## config.mk

```make
export PLATFORM = sky130hd
export DESIGN_NAME = sws_front_flat
export DESIGN_NICKNAME = d
export VERILOG_FILES = /design/src/hdl/sws_pkg.sv /design/src/hdl/sws_req_if.sv /design/src/hdl/sws_front.sv /design/src/flat_wrapper.sv
export SDC_FILE = /design/constraint.sdc
export NUM_CORES = 1
export LEC_CHECK = 0
export ABC_AREA = 1
export BUFFER_PORTS_ARGS = -buffer_cell sky130_fd_sc_hd__buf_2
export CORE_MARGIN = 2
export CORE_UTILIZATION = 42
export DETAILED_ROUTE_END_ITERATION = 8
export GPL_TIMING_DRIVEN = 0
export PLACE_DENSITY = 0.81
export SLEW_MARGIN = 20
export SYNTH_ARGS = -nofsm -noshare
export SYNTH_HDL_FRONTEND = slang
export SYNTH_SLANG_ARGS = --single-unit
export TNS_END_PERCENT = 1
```

## constraint.sdc

```tcl
create_clock -name clock -period 4.5 [get_ports clock]
set_input_delay 1.125 -clock clock [delete_from_list [all_inputs] [get_ports clock]]
set_output_delay 1.125 -clock clock [all_outputs]
set_load 0.01 [all_outputs]
```

## src/hdl/sws_pkg.sv

```systemverilog
package sws_pkg;

   // request codes carried by req_type
   typedef enum logic [1:0] {
      REQ_RECORD    = 2'd0,
      REQ_QUERY     = 2'd1,
      REQ_CLEAR     = 2'd2,
      REQ_CLEAR_ALL = 2'd3
   } req_code_type;

   localparam int LAT_W   = 32;
   localparam int CAT_W   = 2;
   localparam int LIMIT_W = 11;
   localparam int COUNT_W = 11;

   localparam logic [LIMIT_W-1:0] LIMIT_RESET = 11'd1024;

   // percentile scale and points
   localparam logic [6:0] PCT_MED   = 7'd50;
   localparam logic [6:0] PCT_P90   = 7'd90;
   localparam logic [6:0] PCT_P99   = 7'd99;
   localparam logic [6:0] PCT_SCALE = 7'd100;

   // divide by the scale as multiply by ceil(2^PCT_SHIFT / scale), then shift
   localparam int PCT_SHIFT   = 32;
   localparam int PCT_RECIP_W = 26;
   localparam logic [PCT_RECIP_W-1:0] PCT_RECIP =
      PCT_RECIP_W'(((64'd1 << PCT_SHIFT) + 64'(PCT_SCALE) - 64'd1) / 64'(PCT_SCALE));

   // rank selectors: minimum, median, p90, p99, maximum
   localparam int NSEL    = 5;
   localparam int SEL_MIN = 0;
   localparam int SEL_MED = 1;
   localparam int SEL_P90 = 2;
   localparam int SEL_P99 = 3;
   localparam int SEL_MAX = 4;

   typedef struct packed {
      req_code_type       op;
      logic [CAT_W-1:0]   category;
      logic [LAT_W-1:0]   value;
   } cmd_type;

endpackage

```

## src/hdl/sws_req_if.sv

```systemverilog
interface sws_req_if;
   logic        valid;
   logic        ready;
   logic [1:0]  req_type;
   logic [1:0]  category;
   logic [31:0] latency_value;

   modport source(output valid, req_type, category, latency_value, input ready);
   modport sink(input valid, req_type, category, latency_value, output ready);
endinterface

```

## src/hdl/sws_front.sv

```systemverilog
module sws_front
   import sws_pkg::*;
#(
   parameter int NUM_CATEGORIES = 4
) (
   input  logic      clock,
   input  logic      reset,
   sws_req_if.sink   req,
   output logic      push_valid,
   input  logic      push_ready,
   output cmd_type   push_item
);
   logic    hold_valid_ff, hold_valid_in;
   cmd_type hold_ff;
   logic    take, keep, push;

   assign req.ready = !hold_valid_ff || push_ready;
   assign take      = req.valid && req.ready;
   // drop requests for a category that does not exist, except clear all
   assign keep      = (req_code_type'(req.req_type) == REQ_CLEAR_ALL) ||
                      (5'(req.category) < 5'(NUM_CATEGORIES));
   assign push      = hold_valid_ff && push_ready;

   assign push_valid = hold_valid_ff;
   assign push_item  = hold_ff;

   always_comb begin
      hold_valid_in = hold_valid_ff;
      if (push) begin
         hold_valid_in = 1'b0;
      end
      if (take) begin
         hold_valid_in = keep;
      end
   end

   always_ff @(posedge clock) begin
      if (reset) begin
         hold_valid_ff <= 1'b0;
      end else begin
         hold_valid_ff <= hold_valid_in;
      end
   end

   always_ff @(posedge clock) begin
      if (take) begin
         hold_ff.op       <= req_code_type'(req.req_type);
         hold_ff.category <= req.category;
         hold_ff.value    <= req.latency_value;
      end
   end
endmodule

```

## src/flat_wrapper.sv

```systemverilog
// flat-port wrapper written by rule: the top's interface ports become plain ports
module sws_front_flat import sws_pkg::*;
#(
   parameter int NUM_CATEGORIES = 4
)
  (clock, reset, push_valid, push_ready, push_item, req_valid, req_req_type, req_category, req_latency_value, req_ready);
  sws_req_if req_i ();
  input  logic clock;
  input  logic reset;
  output logic push_valid;
  input  logic push_ready;
  output cmd_type push_item;
  input wire logic [$bits(req_i.valid)-1:0] req_valid;
  input wire logic [$bits(req_i.req_type)-1:0] req_req_type;
  input wire logic [$bits(req_i.category)-1:0] req_category;
  input wire logic [$bits(req_i.latency_value)-1:0] req_latency_value;
  output wire logic [$bits(req_i.ready)-1:0] req_ready;
  assign req_i.valid = req_valid;
  assign req_i.req_type = req_req_type;
  assign req_i.category = req_category;
  assign req_i.latency_value = req_latency_value;
  assign req_ready = req_i.ready;
  sws_front #(.NUM_CATEGORIES(NUM_CATEGORIES)) u_core (.clock(clock), .reset(reset), .req(req_i), .push_valid(push_valid), .push_ready(push_ready), .push_item(push_item));
endmodule
```

==> metrics <==
Post-Syn Instances=42; maximum VDD drop=310 uV; Max Transition Viols Final=0; top post-synthesis cells by area=edfxtp_1, dfxtp_1, a21oi_2, nand2_2, a21oi_1; post-cts sizing count=0; TritonCTS Buffers=5; nets@finish=between 150 and 200; ys flop type=edfxtp_1; CP dominant cell by count=buf_2; CP max FO=2; CTS tree=done; GPL Wtd Cong=0.661; Synth Warn #=0; Clock Tree Root=clkbuf_4; initial antenna violation count=0; count of final setup violators=0; first-pass GRT wire length=between 3 and 4 mm; Least-Margin Pin Slew=0.423 ns; num ports=~80; clock buffer depth=2; Clock Skew=0.00565 ns; CP Class=input pin to output pin; hpwl dp=1.67 mm; Vias/cell=4.47; die area=0.00312 mm2; #FFs+latches synth=37; vias in the first global route=742; status=complete, no violations; number of I/O port buffers=77; Crit-path slowest cell=buf_2; CTS Hold Bufs=0; buffer count from post-CTS setup fixing=0; post-synthesis cell area=0.00113 mm2; die span in x=55.8 um; clk_lat worst skew=0.33 ns; layout cell share with drive strength beyond 1=0.695; Final period util=0.583; Cell Rows=18; CP Capture Type=output pin; drt total wl=2.09 mm; Starting Density=0.447; Final min period=2.63 ns; die height=55.8 um; 1st-pass router iterations=3; Layout fillers=203; Clock transition at path regs=about 0.09 ns; post-synth cell types=7; required time of the critical path=3.38 ns; fraction of registers with async set/reset=0; Post-synth EDFFs=36; ANT nets after route=0; routed vias=707; CP arrival=1.50 ns; most common cell in the synthesized netlist=edfxtp_1; Synth area leader=edfxtp_1; Cell Area, Placed=~0.0016 mm2; Pleak=0.000733 uW; Fin. Hold Viols=0; CORE AREA=about 0.0025 mm2; register area share after synthesis=0.976; Avg Inst Size Synth=26.9 um2; Rel. slew slack=0.717; Total GRT Usage=0.153; setup tns final=0 ns; DRC Markers=0; RSZ-0062 raised after global routing=no; maxcap violations=0; design area=0.00168 mm2; DRT iter0 DRCs=9; CP startpoint kind=input pin; largest net degree at the start of global routing=27; CP max stage delay=~0.14 ns; grt total ovfl=0; diodes inserted=0; Peak Freq=approximately 380 MHz; area grow syn2layout=48.4%; CP Cell Sequence=buf_2 -> inv_2 -> nand2_2 -> buf_2; Clock H-tree levels=2; Yosys top cell area share=0.958; Worst Hold Class=flop to flop; power density cells=around 410 mW/mm2; Synth Net Count=82; wire length per cell=around 13 um; clock sink count=37
power by group:
| group | switching, uW | leakage (uW) | internal, uW |
|---|---|---|---|
| logic | 31.2 | 0.000331 | 28.6 |
| registers | 4.88 | 0.000357 | 401 |
| clock network | 96.6 | 0.0000455 | 133 |
kinds of logic after synthesis:
family	count (synthesis)	share of synthesized area
DFF	37	0.976
buffers and inverters	2	0.00665
and+or+nand+nor	1	0.00555
AOI/OAI and AO/OA	2	0.0122
area by class of cell:
type / count / area [um2] / share of cell area
sequential: 37 / 1100 / 0.657
timing repair buffer: 78 / 413 / 0.246
clock buffer: 7 / 55.1 / 0.0329
tap: 30 / 37.5 / 0.0224
multi-input combinational: 3 / 31.3 / 0.0187
clock inverter: 1 / 30.0 / 0.0179
inverter: 2 / 7.51 / 0.00448
worst max-delay path: cells and delay by family:
family,cells,cell delay (ns)
and+or+nand+nor,1,0.06
buffers and inverters,3,0.31
sequential cells by signal, summed over array words and instances, names as in the netlist:
register           cells
u_core.push_item      36
u_core.push_valid      1
final timing paths:
kind / depth (start not counted) / end / from / slack (ns)
setup / recovery: 4 / req_ready / push_ready / 1.87
hold / removal: 2 / u_core.push_valid$_SDFFE_PP0P_ / u_core.push_valid$_SDFFE_PP0P_ / 0.55
setup reg to reg: 2 / u_core.push_item[2]$_DFFE_PP_ / u_core.push_valid$_SDFFE_PP0P_ / 3.20
hold reg to reg: 2 / u_core.push_valid$_SDFFE_PP0P_ / u_core.push_valid$_SDFFE_PP0P_ / 0.55
layer usage:
layer / vias up / track usage / routed length [um]
met3: 4 / 0.123 / 373
li1: 334 / - / -
met2: 60 / 0.224 / 987
met5: - / 0 / 0
met4: 0 / 0.0918 / 39
met1: 309 / 0.148 / 689
through the flow:
stage          total power, uW  instances  utilization  hold slack (ns)  setup WS, ns
4_1_cts                    705        158        0.664            0.548          1.87
2_1_floorplan              434         42            -            0.542          1.11
3_3_place_gp               469        149        0.615            0.468         0.603
5_1_grt                    724        158        0.664            0.566          1.85
3_5_place_dp               475        150        0.630            0.529          1.88
6_report                   695        158        0.664            0.545          1.87
layout by cell type (no fill, tap or decap):
| master | n |
|---|---|
| buf_2 | 77 |
| edfxtp_1 | 36 |
| clkbuf_4 | 5 |
| inv_2 | 1 |
| inv_1 | 1 |
| a21oi_4 | 1 |
| nand2_2 | 1 |
| a21oi_2 | 1 |
| clkbuf_1 | 1 |
| clkbuf_8 | 1 |
| bufinv_16 | 1 |
| buf_16 | 1 |
| dfxtp_1 | 1 |
Power figures use the tool's default switching activity.
