--- src/hdl/sws_pkg.sv ---
package sws_pkg;

   // request codes carried by req_type
   typedef enum logic [1:0] {
      REQ_RECORD    = 2'd0,
      REQ_QUERY     = 2'd1,
      REQ_CLEAR     = 2'd2,
      REQ_CLEAR_ALL = 2'd3
   } req_code_type;

   localparam int LAT_W   = 32;
   localparam int CAT_W   = 2;
   localparam int LIMIT_W = 11;
   localparam int COUNT_W = 11;

   localparam logic [LIMIT_W-1:0] LIMIT_RESET = 11'd1024;

   // percentile scale and points
   localparam logic [6:0] PCT_MED   = 7'd50;
   localparam logic [6:0] PCT_P90   = 7'd90;
   localparam logic [6:0] PCT_P99   = 7'd99;
   localparam logic [6:0] PCT_SCALE = 7'd100;

   // divide by the scale as multiply by ceil(2^PCT_SHIFT / scale), then shift
   localparam int PCT_SHIFT   = 32;
   localparam int PCT_RECIP_W = 26;
   localparam logic [PCT_RECIP_W-1:0] PCT_RECIP =
      PCT_RECIP_W'(((64'd1 << PCT_SHIFT) + 64'(PCT_SCALE) - 64'd1) / 64'(PCT_SCALE));

   // rank selectors: minimum, median, p90, p99, maximum
   localparam int NSEL    = 5;
   localparam int SEL_MIN = 0;
   localparam int SEL_MED = 1;
   localparam int SEL_P90 = 2;
   localparam int SEL_P99 = 3;
   localparam int SEL_MAX = 4;

   typedef struct packed {
      req_code_type       op;
      logic [CAT_W-1:0]   category;
      logic [LAT_W-1:0]   value;
   } cmd_type;

endpackage

--- src/hdl/sws_fifo.sv ---
module sws_fifo
   import sws_pkg::*;
(
   input  logic    clock,
   input  logic    reset,
   input  logic    push_valid,
   output logic    push_ready,
   input  cmd_type push_item,
   output logic    pop_valid,
   input  logic    pop,
   output cmd_type pop_item
);
   cmd_type    slot_ff [2];
   logic       wr_ptr_ff, rd_ptr_ff;
   logic [1:0] fill_ff;
   logic       do_push, do_pop;

   assign push_ready = (fill_ff != 2'd2);
   assign pop_valid  = (fill_ff != 2'd0);
   assign pop_item   = slot_ff[rd_ptr_ff];
   assign do_push    = push_valid && push_ready;
   assign do_pop     = pop && pop_valid;

   always_ff @(posedge clock) begin
      if (reset) begin
         wr_ptr_ff <= 1'b0;
         rd_ptr_ff <= 1'b0;
         fill_ff   <= 2'd0;
      end else begin
         if (do_push) begin
            wr_ptr_ff <= ~wr_ptr_ff;
         end
         if (do_pop) begin
            rd_ptr_ff <= ~rd_ptr_ff;
         end
         if (do_push && !do_pop) begin
            fill_ff <= fill_ff + 2'd1;
         end else if (do_pop && !do_push) begin
            fill_ff <= fill_ff - 2'd1;
         end
      end
   end

   always_ff @(posedge clock) begin
      if (do_push) begin
         slot_ff[wr_ptr_ff] <= push_item;
      end
   end
endmodule

--- config.mk ---
export PLATFORM = sky130hd
export DESIGN_NAME = sws_fifo
export DESIGN_NICKNAME = d
export VERILOG_FILES = /design/src/hdl/sws_pkg.sv /design/src/hdl/sws_fifo.sv
export SDC_FILE = /design/constraint.sdc
export NUM_CORES = 1
export LEC_CHECK = 0
export BUFFER_PORTS_ARGS = -buffer_cell sky130_fd_sc_hd__buf_2
export CORE_MARGIN = 2
export CORE_UTILIZATION = 55
export CTS_CLUSTER_SIZE = 12
export DETAILED_ROUTE_END_ITERATION = 7
export PLACE_DENSITY = 0.83
export REMOVE_ABC_BUFFERS = 1
export SETUP_SLACK_MARGIN = 0.05
export SYNTH_ARGS = -nofsm -noshare
export SYNTH_HDL_FRONTEND = slang
export SYNTH_SLANG_ARGS = --single-unit
--- constraint.sdc ---
create_clock -name clock -period 3.6 [get_ports clock]
set_input_delay 0.18 -clock clock [delete_from_list [all_inputs] [get_ports clock]]
set_output_delay 0.18 -clock clock [all_outputs]
set_load 0.02 [all_outputs]
==> impl_metrics.py, run 1 <==
metrics = {
    "placement": {
        "placed_area_um2": 3270,
        "routabilityCongestion": 0.690,
        "dp_hpwl_um": 2840,
        "place_ws_ns": 1.84,
        "portBuffers": 77,
    },
    "grt": {
        "grt_overflow_total": 0,
        "grt_pass1_wl_um": 6160,
        "grt_pass1_vias": 1366,
        "grt_usage": 0.156,
        "grt_max_degree": 37,
        "antenna_found_initial": 0,
    },
    "finish": {
        "multi_input_area_um2": 526,
        "design_area_um2": 3450,
        "area_delta_synth_final_pct": 22.6,
        "drive_gt1_frac": 0.580,
        "final_util": 0.690,
        "antenna_cells": 0,
        "nFillCells": 361,
        "register_area_um2": 2260,
        "nNetsFinal": 262,
    },
    "synth": {
        "synthTopCellsByCount": "72 x edfxtp_1, 36 x mux2_2, 5 x dfxtp_1",
        "synth_xor_area_frac": 0.00933,
        "synth-edff-count": 72,
        "synthCells": 136,
        "post-synth-top-count-cell": "edfxtp_1",
        "synthArstFlopShare": 0,
        "synth.cell_area_um2": 2820,
        "synth_top_area_frac": 0.767,
        "synth_seq_cells": 77,
        "post_synth.cell_area_avg_um2": 20.7,
        "ys_seq_area_frac": 0.803,
        "synthTopCellsByArea": "edfxtp_1 77%, mux2_2 14%, dfxtp_1 3.6%, xor2_1 0.93%, buf_4 0.80%",
        "synth_ff_type": "edfxtp_1",
        "synth-adder-area-share": 0.00444,
        "yosys_warnings": 0,
        "synthDistinctLibCells": 18,
        "synthMuxAreaShare": 0.144,
        "synth_top_area_cell": "edfxtp_1",
        "synth_top_family_by_area": "multiplexers",
        "synthSimpleGateAreaFrac": 0.0178,
        "synth_compound_gate_area_share": 0.0107,
    },
    "clocking": {
        "clk_pin_slew_worst_paths_ns": 0.08,
        "numCtsBuffers": 9,
        "ctsResizeCount": 0,
        "htreeDepth": 3,
        "clk_latency_ns": 0.34,
        "tritoncts": "done",
        "cts_hold_buf": 0,
        "cts_setup_buffers": 0,
        "cts-root-buf": "clkbuf_8",
        "cts_sinks": 77,
        "cts_max_path_buffers": 2,
    },
    "worst_hold_path": {
        "hold_path_class": "input port to register",
        "hold-path-cell-count": 1,
    },
    "routing": {
        "ant_nets": 0,
        "drtIter0Drc": 73,
        "dr.pass1.iters": 4,
        "wl_per_cell_um": 15.0,
        "drt_wl_total_um": 4440,
        "drc": 0,
        "via_count": 1475,
        "vias_per_cell": 4.98,
    },
    "power": {
        "power_uw": 2420,
        "leakagePower_uw": 0.00131,
        "ir_worst_vdd_uv": 592,
        "power_density_nw_per_um2": 702,
    },
    "sta": {
        "max_clock_freq_ghz": 0.502,
        "rsz0062_at_grt": "no",
        "worst_slack_ns": 1.61,
        "hold_viol": 0,
        "report.final.slew_viol_count": 0,
        "setup_viol": 0,
        "worst_pin_slew_ns": 0.857,
        "maxSlewHeadroom": 0.429,
        "setup_tns_ns": 0,
        "clock_skew_ns": 0.0101,
        "fin_crit_ns": 1.99,
        "min_period_over_period": 0.553,
    },
    "setup_path": {
        "max_stage_delay_ns": 0.89,
        "start_kind": "register",
        "crit_type": "register to primary output",
        "end_kind": "primary output",
        "crit_chain": "mux2_2 > buf_2",
        "arrival_ns": 1.81,
        "crit_fanout": 36,
        "required_ns": 3.42,
        "ff2ff_path_depth": 2,
        "cp_slowest_cell": "dfxtp_2",
    },
    "floorplan": {
        "ios": 78,
        "initial_utilization": 0.562,
        "die_w_um": 75.6,
        "design.core.area_um2": 5010,
        "fp.dieH_um": 75.6,
        "rows": 26,
        "dieArea_um2": 5710,
    },
    "status": {
        "status": "completed",
    },
    "job": {
        "cap_violations": 0,
    },
}
[power breakdown]
group | internal [µW] | switching (µW)
clock network | 304 | 273
logic | 278 | 359
registers | 1120 | 88.1
[cells in the final DEF, fill, tap and decap left out, types with 2 or more instances in the layout]
cell type  netlist  routed
a21oi_1          2       2
buf_2            1      77
clkbuf_1         0       2
clkbuf_8         0      12
dfxtp_1          5       4
edfxtp_1        72      72
mux2_2          36      36
nor2_1           3       3
o21ai_0          2       2
xor2_1           3       3
[sequential cells by signal, summed over array words and instances, names as in the netlist, named ones only]
register,cells
fill_ff,2
rd_ptr_ff,1
slot_ff,72
wr_ptr_ff,1
[cell families (layout without fill, tap and decap cells)]
logic type | after synthesis | count (layout)
compound gates | 5 | 5
fa+ha+maj | 1 | 1
xor+xnor | 3 | 3
buf+inv | 5 | 95
simple gates | 9 | 9
flops | 77 | 77
mux | 36 | 36
[worst paths after layout]
path,start,to,slack [ns]
worst min-delay path,push_item[35],slot_ff[0][35],0.03
worst max-delay path,register,pop_item[34],1.61
worst min register to register,rd_ptr_ff,register,0.53
worst max register to register,fill_ff[0],slot_ff[1][17],1.87
[stage by stage]
step	cells	hold slack (ns)
CTS	296	0.0163
finish	296	0.0326
global placement	280	0.369
floorplan	132	0.249
detailed placement	280	0.371
global route	296	0.00765
[per-layer routing]
metal  wire length [µm]  GRT usage  share of wire  up-vias
li1                   -          -              -      702
met1               1890      0.188           0.43      707
met2               2130      0.243           0.48       59
met3                354     0.0807          0.080        7
met4                 55     0.0585          0.012        0
met5                  0          0              0        -
[final cells by class]
type                       instances  share of cell area
clock buffer                      14              0.0500
clock inverter                     2             0.00254
inverter                           1             0.00109
multi-input combinational         54               0.152
sequential                        77               0.655
tap                               70              0.0254
timing repair buffer              78               0.114
[worst max-delay path: cells and delay by family, from the launching register on]
kind                   cells  cell delay, ns
buffers and inverters      1            0.16
DFF                        1            0.89
muxes                      1            0.42
Power figures use the tool's default switching activity.
==> inputs of run 2 (changes only) <==
Settings changed: CORE_UTILIZATION 55 to 51, PLACE_DENSITY 0.83 to 0.78.
Clock period 3.6 ns to 2.05 ns, I/O delays scaled along.
==> impl_metrics.py, run 2 (synthesis results as in run 1) <==
metrics = {
    "clocking": {
        "cts_setup_buffers": 0,
        "cts_sinks": 77,
        "cts-root-buf": "clkbuf_8",
        "numCtsBuffers": 9,
        "cts_max_path_buffers": 2,
        "tritoncts": "done",
        "clk_latency_ns": 0.33,
        "htreeDepth": 3,
        "clk_pin_slew_worst_paths_ns": 0.07,
    },
    "routing": {
        "dr.pass1.iters": 4,
        "wl_per_cell_um": 14.7,
        "via_count": 1605,
        "vias_per_cell": 4.75,
        "drt_wl_total_um": 4980,
        "drc": 0,
        "drtIter0Drc": 60,
        "ant_nets": 0,
    },
    "floorplan": {
        "die_w_um": 78.3,
        "rows": 27,
        "ios": 78,
        "design.core.area_um2": 5410,
        "dieArea_um2": 6140,
        "fp.dieH_um": 78.3,
        "initial_utilization": 0.521,
    },
    "finish": {
        "final_util": 0.723,
        "layout_commonest_cell": "buf_2",
        "largest_register": "slot_ff",
        "area_delta_synth_final_pct": 38.7,
        "nNetsFinal": 302,
        "layout_common_cells": "77 x buf_2, 72 x edfxtp_1, 37 x dlygate4sd3_1",
        "antenna_cells": 0,
        "drive_gt1_frac": 0.511,
        "nFillCells": 347,
        "reg.largest.list": "slot_ff: 72 flops, fill_ff: 2 flops",
        "largest_reg_flops": 72,
    },
    "setup_path": {
        "crit_chain": "buf_12 > mux2_2 > buf_2",
        "worstSetupEndpoint": "pop_item[9]",
        "reg2reg_to": "fill_ff[1]",
        "max_stage_delay_ns": 0.60,
        "cp_slowest_cell": "dfxtp_2",
        "end_kind": "primary output",
        "crit_fanout": 21,
        "required_ns": 1.95,
        "worstReg2RegStart": "fill_ff[0]",
        "start_kind": "register",
        "arrival_ns": 1.69,
        "crit_type": "register to primary output",
        "rrSetupSlack_ns": 0.41,
        "ff2ff_path_depth": 5,
    },
    "worst_hold_path": {
        "hold_path_class": "input port to register",
        "min_from": "push_valid",
    },
    "power": {
        "ir_worst_vdd_uv": 768,
        "power_density_nw_per_um2": 1160,
        "leakagePower_uw": 0.00150,
    },
    "sta": {
        "setup_viol": 0,
        "setup_tns_ns": 0,
        "fin_crit_ns": 1.79,
        "maxSlewHeadroom": 0.711,
        "worst_pin_slew_ns": 0.434,
        "min_period_over_period": 0.872,
        "clock_skew_ns": 0.00665,
        "hold_viol": 0,
        "max_clock_freq_ghz": 0.559,
        "rsz0062_at_grt": "no",
        "report.final.slew_viol_count": 0,
    },
    "grt": {
        "grt_overflow_total": 0,
        "grt_max_degree": 28,
        "antenna_found_initial": 0,
        "grt_pass1_wl_um": 8000,
        "grt_pass1_vias": 1759,
        "grt_usage": 0.178,
    },
    "placement": {
        "dp_hpwl_um": 3050,
        "portBuffers": 77,
        "routabilityCongestion": 0.704,
    },
    "job": {
        "cap_violations": 0,
    },
    "status": {
        "status": "completed",
    },
}
==> run 2: cell types whose count changed in the layout (fill, tap and decap cells not counted) <==
cell,delta
clkbuf_1,-2
bufinv_16,+2
clkinvlp_4,+1
dlygate4sd3_1,+37
clkinv_2,+1
clkinv_4,+1
clkbuf_8,-3
buf_12,+2
buf_4,+1
==> run 2: repair_timing <==
action | 4_1_cts | 5_1_grt
hold buffers | 37 | 0
gates resized for setup | 0 | 0
endpoints found under the hold margin | 77 | 0
==> run 2: through the flow <==
| stage | total power, µW | worst slack (ns) | instance area (µm²) | std cells | hold WS, ns |
|---|---|---|---|---|---|
| 2_1_floorplan | 2910 | 0.00242 | 2790 | 132 | 0.172 |
| 3_3_place_gp | 3320 | 0.501 | 3320 | 285 | 0.290 |
| 3_5_place_dp | 3350 | 0.437 | 3320 | 285 | 0.294 |
| 4_1_cts | 4590 | 0.214 | 3910 | 338 | 0.0818 |
| 5_1_grt | 4760 | 0.161 | 3910 | 338 | 0.0946 |
| 6_report | 4540 | 0.262 | 3910 | 338 | 0.0989 |
==> run 2: how the worst min path moves through the flow <==
| stage | end | cells after the start | slack (ns) |
|---|---|---|---|
| after floorplan | fill_ff[1] | 1 | 0.17 |
| after global placement | slot_ff[0][31] | 1 | 0.29 |
| after detailed placement | slot_ff[0][24] | 1 | 0.29 |
| after CTS | wr_ptr_ff | 3 | 0.08 |
| after global routing | wr_ptr_ff | 3 | 0.09 |
| final | wr_ptr_ff | 3 | 0.1 |
==> run 2: report_power, final <==
part           switching [µW]  total [µW]  internal, µW
logic                     707        1280           574
clock network             506        1180           678
registers                 109        2080          1970
total                    1320        4540          3220
==> run 2: layout make-up <==
type / count / area (µm²) / area share
clock buffers: 9 / 124 / 0.0317
clock inverters: 7 / 90.1 / 0.0231
inverters: 1 / 3.75 / 0.000961
multi-input cells: 54 / 526 / 0.134
flip-flops and latches: 77 / 2260 / 0.579
well taps: 72 / 90.1 / 0.0231
repair buffers: 118 / 811 / 0.207
==> run 2: metal layers <==
layer	GRT usage	routed length, µm
met3	0.0644	275
met5	0	0
met2	0.336	2760
met4	0.0579	70
met1	0.181	1880
==> run 2: worst max-delay path: cells and delay by family (launching register included) <==
family,cells,cell delay [ns]
buffers and inverters,2,0.39
multiplexers,1,0.35
flip-flops,1,0.60
